## config.mk

```make
export PLATFORM = sky130hd
export DESIGN_NAME = vtyp_cordic
export DESIGN_NICKNAME = d
export VERILOG_FILES = /design/src/sv/vtyp_pkg.sv /design/src/sv/vtyp_cordic.sv
export SDC_FILE = /design/constraint.sdc
export NUM_CORES = 2
export LEC_CHECK = 0
export BUFFER_PORTS_ARGS = -buffer_cell sky130_fd_sc_hd__buf_2
export CORE_ASPECT_RATIO = 0.8
export CORE_MARGIN = 1.5
export CORE_UTILIZATION = 60
export CTS_BUF_LIST = sky130_fd_sc_hd__clkbuf_8
export DETAILED_ROUTE_END_ITERATION = 8
export PLACE_DENSITY = 0.88
export SETUP_SLACK_MARGIN = 0.5
export SLEW_MARGIN = 25
export SYNTH_ARGS = -nofsm -noshare
export SYNTH_HDL_FRONTEND = slang
export SYNTH_SLANG_ARGS = --single-unit
export TNS_END_PERCENT = 10
```

## constraint.sdc

```tcl
create_clock -name clk_i -period 6.63 [get_ports clk_i]
set_input_delay 0.9945 -clock clk_i [delete_from_list [all_inputs] [get_ports clk_i]]
set_output_delay 0.9945 -clock clk_i [all_outputs]
set_load 0.02 [all_outputs]
```

## src/sv/vtyp_pkg.sv

```systemverilog
// ----------------------------------------------------------------------------
// vtyp_pkg
// Shared constants, arctangent table and sideband types for the yaw/pitch
// CORDIC pipeline.
// ----------------------------------------------------------------------------
package vtyp_pkg;

  localparam int unsigned CORDIC_STEPS_DEF = 16;
  localparam int unsigned ANGLE_FRAC_DEF   = 8;
  localparam int unsigned ATAN_TABLE_LEN   = 24;

  // datapath widths: scaled vector with CORDIC gain, angle accumulator
  localparam int unsigned DATA_W   = 28;
  localparam int unsigned ACC_W    = 32;
  localparam int unsigned ACC_FRAC = 20;
  localparam int unsigned WRAP_W   = ACC_FRAC + 9;

  localparam logic [20:0]             GAIN_Q20  = 21'd1726753;
  localparam logic signed [ACC_W-1:0] HALF_TURN = 32'sd188743680;
  localparam logic signed [ACC_W-1:0] FULL_TURN = 32'sd377487360;

  typedef enum logic [2:0] {
    YAW_CORDIC,
    YAW_ZERO,
    YAW_90,
    YAW_180,
    YAW_270
  } yaw_sel_e;

  typedef enum logic [1:0] {
    PITCH_CORDIC,
    PITCH_ZERO,
    PITCH_90,
    PITCH_270
  } pitch_sel_e;

  typedef struct packed {
    yaw_sel_e                  yaw_sel;
    pitch_sel_e                pitch_sel;
    logic signed [DATA_W-1:0]  pz;
  } yaw_side_t;

  typedef struct packed {
    yaw_sel_e                  yaw_sel;
    pitch_sel_e                pitch_sel;
    logic signed [ACC_W-1:0]   yaw_acc;
  } pitch_side_t;

  // atan(2^-i) in degrees, Q20, rounded to nearest
  function automatic logic signed [ACC_W-1:0] atan_q20(input int unsigned idx);
    logic signed [ACC_W-1:0] val;
    case (idx)
      0:       val = 32'sd47185920;
      1:       val = 32'sd27855475;
      2:       val = 32'sd14718068;
      3:       val = 32'sd7471121;
      4:       val = 32'sd3750058;
      5:       val = 32'sd1876857;
      6:       val = 32'sd938658;
      7:       val = 32'sd469358;
      8:       val = 32'sd234682;
      9:       val = 32'sd117342;
      10:      val = 32'sd58671;
      11:      val = 32'sd29335;
      12:      val = 32'sd14668;
      13:      val = 32'sd7334;
      14:      val = 32'sd3667;
      15:      val = 32'sd1833;
      16:      val = 32'sd917;
      17:      val = 32'sd458;
      18:      val = 32'sd229;
      19:      val = 32'sd115;
      20:      val = 32'sd57;
      21:      val = 32'sd29;
      22:      val = 32'sd14;
      23:      val = 32'sd7;
      default: val = '0;
    endcase
    return val;
  endfunction

endpackage

```

## src/sv/vtyp_cordic.sv

```systemverilog
// ----------------------------------------------------------------------------
// vtyp_cordic
// Unrolled vectoring CORDIC, one micro-rotation per register stage. Drives y
// towards zero, returns the magnitude (with gain) and the angle turned.
// ----------------------------------------------------------------------------
module vtyp_cordic #(
  parameter int unsigned STEPS  = vtyp_pkg::CORDIC_STEPS_DEF,
  parameter int unsigned SIDE_W = 1
) (
  input  logic                                clk_i,
  input  logic                                rst_ni,
  input  logic                                valid_i,
  input  logic signed [vtyp_pkg::DATA_W-1:0]  x_i,
  input  logic signed [vtyp_pkg::DATA_W-1:0]  y_i,
  input  logic signed [vtyp_pkg::ACC_W-1:0]   acc_i,
  input  logic [SIDE_W-1:0]                   side_i,
  output logic                                valid_o,
  output logic signed [vtyp_pkg::DATA_W-1:0]  x_o,
  output logic signed [vtyp_pkg::ACC_W-1:0]   acc_o,
  output logic [SIDE_W-1:0]                   side_o
);
  import vtyp_pkg::*;

  logic                     valid_q [STEPS];
  logic signed [DATA_W-1:0] x_q     [STEPS];
  logic signed [DATA_W-1:0] y_q     [STEPS-1];
  logic signed [ACC_W-1:0]  acc_q   [STEPS];
  logic [SIDE_W-1:0]        side_q  [STEPS];

  for (genvar i = 0; i < STEPS; i++) begin : g_step
    logic                     valid_in;
    logic signed [DATA_W-1:0] x_in;
    logic signed [DATA_W-1:0] y_in;
    logic signed [ACC_W-1:0]  acc_in;
    logic [SIDE_W-1:0]        side_in;
    logic signed [DATA_W-1:0] x_d;
    logic signed [ACC_W-1:0]  acc_d;

    if (i == 0) begin : g_first
      assign valid_in = valid_i;
      assign x_in     = x_i;
      assign y_in     = y_i;
      assign acc_in   = acc_i;
      assign side_in  = side_i;
    end else begin : g_next
      assign valid_in = valid_q[i-1];
      assign x_in     = x_q[i-1];
      assign y_in     = y_q[i-1];
      assign acc_in   = acc_q[i-1];
      assign side_in  = side_q[i-1];
    end

    always_comb begin
      if (!y_in[DATA_W-1]) begin
        x_d   = x_in + (y_in >>> i);
        acc_d = acc_in + atan_q20(i);
      end else begin
        x_d   = x_in - (y_in >>> i);
        acc_d = acc_in - atan_q20(i);
      end
    end

    always_ff @(posedge clk_i or negedge rst_ni) begin
      if (!rst_ni) begin
        valid_q[i] <= 1'b0;
      end else begin
        valid_q[i] <= valid_in;
      end
    end

    always_ff @(posedge clk_i) begin
      x_q[i]    <= x_d;
      acc_q[i]  <= acc_d;
      side_q[i] <= side_in;
    end

    // the last stage only needs x and the angle
    if (i < STEPS - 1) begin : g_y
      logic signed [DATA_W-1:0] y_d;

      always_comb begin
        if (!y_in[DATA_W-1]) begin
          y_d = y_in - (x_in >>> i);
        end else begin
          y_d = y_in + (x_in >>> i);
        end
      end

      always_ff @(posedge clk_i) begin
        y_q[i] <= y_d;
      end
    end
  end

  assign valid_o = valid_q[STEPS-1];
  assign x_o     = x_q[STEPS-1];
  assign acc_o   = acc_q[STEPS-1];
  assign side_o  = side_q[STEPS-1];

endmodule

```

==> impl_metrics.ini <==
[timing]
fin_crit_ns = 4.95
worstMarginPinSlew_ns = 1.08
slew_headroom_pct = 27.0
final.setup.tns_ns = 0
fin_worst_skew_ns = 0.0661
grt_setup_unrepaired = no
setup_violations = 0
hold_violations = 0
drv_slew = 0
fin_crit_sh_pct = 74.6
fmax_ghz = 0.202

[status]
status = finished, final reports clean

[global_route]
grt_use_total_pct = 28.2
grt_max_degree = 83
grt_pass1_vias = 85500
grt_pass1_wl_um = 425000
antenna_found_initial = 12
grt_overflow = 0

[detailed_routing]
viasPerCell = 6.05
drc_errors = 0
num_vias = 90900
drtAntennaViolNets = 0
first_pass_iters = 6
wl_per_cell_um = 17.2
drt_iter0_drc = 8222
drt_wl_total_um = 259000

[cts]
cts_tree = yes
ctsHoldBuffers = 1
clk_pin_slew_ns = 0.07
clk_latency_ns = 1.00
cts.sinks = 1396
clk_path_buf_depth = 3
ctsResizeCount = 0
cts_buffers = 215
postCtsSetupBuffers = 0
root_buffer = clkbuf_8
cts_max_level = 4

[setup_path]
cp_max_fo = 6
end_kind = flop
crit_start = y_q[0][34]$_DFF_P_
r2r-start = y_q[0][34]$_DFF_P_
start_kind = flop
crit_required_ns = 7.52
worst_ep_arrival_time_ns = 5.83
crit_type = reg -> reg

[yosys]
synth_top_flop_cell = dfxtp_1
synth_area_leader_cell = dfxtp_1
synthArstFlopShare_pct = 1.15
synth_area_leaders = dfxtp_1 (26%), ha_1 (17%), xnor2_1 (9.4%)
syn_area_per_cell_um2 = 8.42
yosys_warnings = 0
netlist_instances = 12400
synth_cell_types = 94
synth.top_cell.area_share_pct = 26.4
syn_area_um2 = 105000
synth-edff-count = 0
yosysSeqAreaShare_pct = 26.8
synth_fp_nets = 14000
synth-seq-cells = 1396

[place]
dpl.cell_count = 14600
place.gp.congestion = 0.975
dp_hpwl_um = 202000
port-buffer-count = 153

[min_path]
hold_path.class = in -> reg
hp-start = acc_i[9]

[cells_and_area]
layout.nets = 14100
stdcell_count = 15000
syn_to_final_growth_pct = 7.17
final_common_cell = ha_1
fillers = 13700
final_cell_mix = ha_1 (1397), dfxtp_1 (1366), a21oi_1 (1268)
final_layout_size_suffix_gt1_share_pct = 5.25

[run]
drv_cap = 0

[die]
design.core.area_um2 = 172000
die_h_um = 376
pin_count = 154
initial_core_util_pct = 60.7
die_area_um2 = 177000
rows = 136
die_w_um = 470
sequential cells by signal (all words and copies together), names as in the netlist:
signal           count
acc_q              512
x_q                447
y_q                405
side_q              16
g_step.valid_in     15
valid_o              1
per-stage QoR:
step	utilization, %	hold WS, ns	worst slack (ns)	area [µm²]
finish	65.0	0.119	1.68	112000
global route	65.0	0.0583	1.17	112000
CTS	65.0	0.0383	1.82	112000
global placement	62.3	0.310	2.01	107000
detailed placement	62.3	0.312	1.88	107000
floorplan	-	0.310	2.29	105000
worst paths after layout:
check	end	slack (ns)	cells past startpoint
max	x_q[2][21]$_DFF_P_	1.68	15
min	acc_q[0][9]$_DFF_P_	0.12	1
max reg2reg	x_q[2][21]$_DFF_P_	1.68	15
min reg2reg	side_q[15]$_DFF_P_	0.30	0
max in group asynchronous	g_step[7].valid_in$_DFF_PN0_	5.89	2
min in group asynchronous	g_step[14].valid_in$_DFF_PN0_	0.49	2
kinds of logic (layout without fill, tap and decap cells):
kind of cell | count (synthesis) | count (layout) | share of synthesized area (%)
compound gates | 3626 | 3626 | 22.1
xor+xnor | 1670 | 1670 | 14.0
fa+ha+maj | 1444 | 1444 | 17.6
buf+inv | 826 | 1158 | 3.08
flops | 1396 | 1396 | 26.8
mux | 62 | 62 | 0.629
other cells | 0 | 10 | 0
simple gates | 3398 | 3398 | 15.8
final cells by class:
cell class / instances / area [µm²] / share of cell area, %
tap: 2277 / 2850 / 2.54
clock inverter: 137 / 1080 / 0.960
inverter: 582 / 2180 / 1.95
antenna: 10 / 25.0 / 0.0223
multi-input combinational: 10200 / 73400 / 65.5
clock buffer: 260 / 3580 / 3.19
sequential: 1396 / 28000 / 25.0
timing repair buffer: 179 / 963 / 0.860
Yosys cell counts (all sizes together), types with 89 or more instances:
cell type and number:
xor2 546, nand2 573, o21ai 588, and3 139, o21bai 177, nand3 215
nor2 1146, or3 93, nor3 371, a21oi 1269, nor4 89, dfxtp 1380
nand4 111, nand2b 163, inv 576, o21a 212, nor2b 234, xnor2 1124
a21o 549, ha 1397, clkbuf 175, a211oi 114, a31oi 150
layer usage:
metal,track usage [%],wire (µm),vias to the layer above
li1,-,-,45000
met1,38.4,118000,42300
met2,46.0,116000,3173
met3,4.54,18600,526
met4,8.09,6680,2
met5,0,13,-
worst max-delay path, stage by stage, from the launching register on:
cell and delay, ns:
dfxtp_1 0.36, nor4_1 0.47, nand2_1 0.13, nor4_1 0.84, nor2_1 0.11, xnor2_1 0.17, ha_1 0.34, or2_2 0.29
a21oi_1 0.14, a21oi_1 0.07, a2111oi_0 0.57, nor3b_1 0.21, a221oi_2 0.54, o211ai_1 0.23, a21oi_1 0.22, xnor2_1 0.15
Power is left out: the tool's default activity adds up to more than one toggle a clock period on the data nets, which glitch-free logic cannot reach.
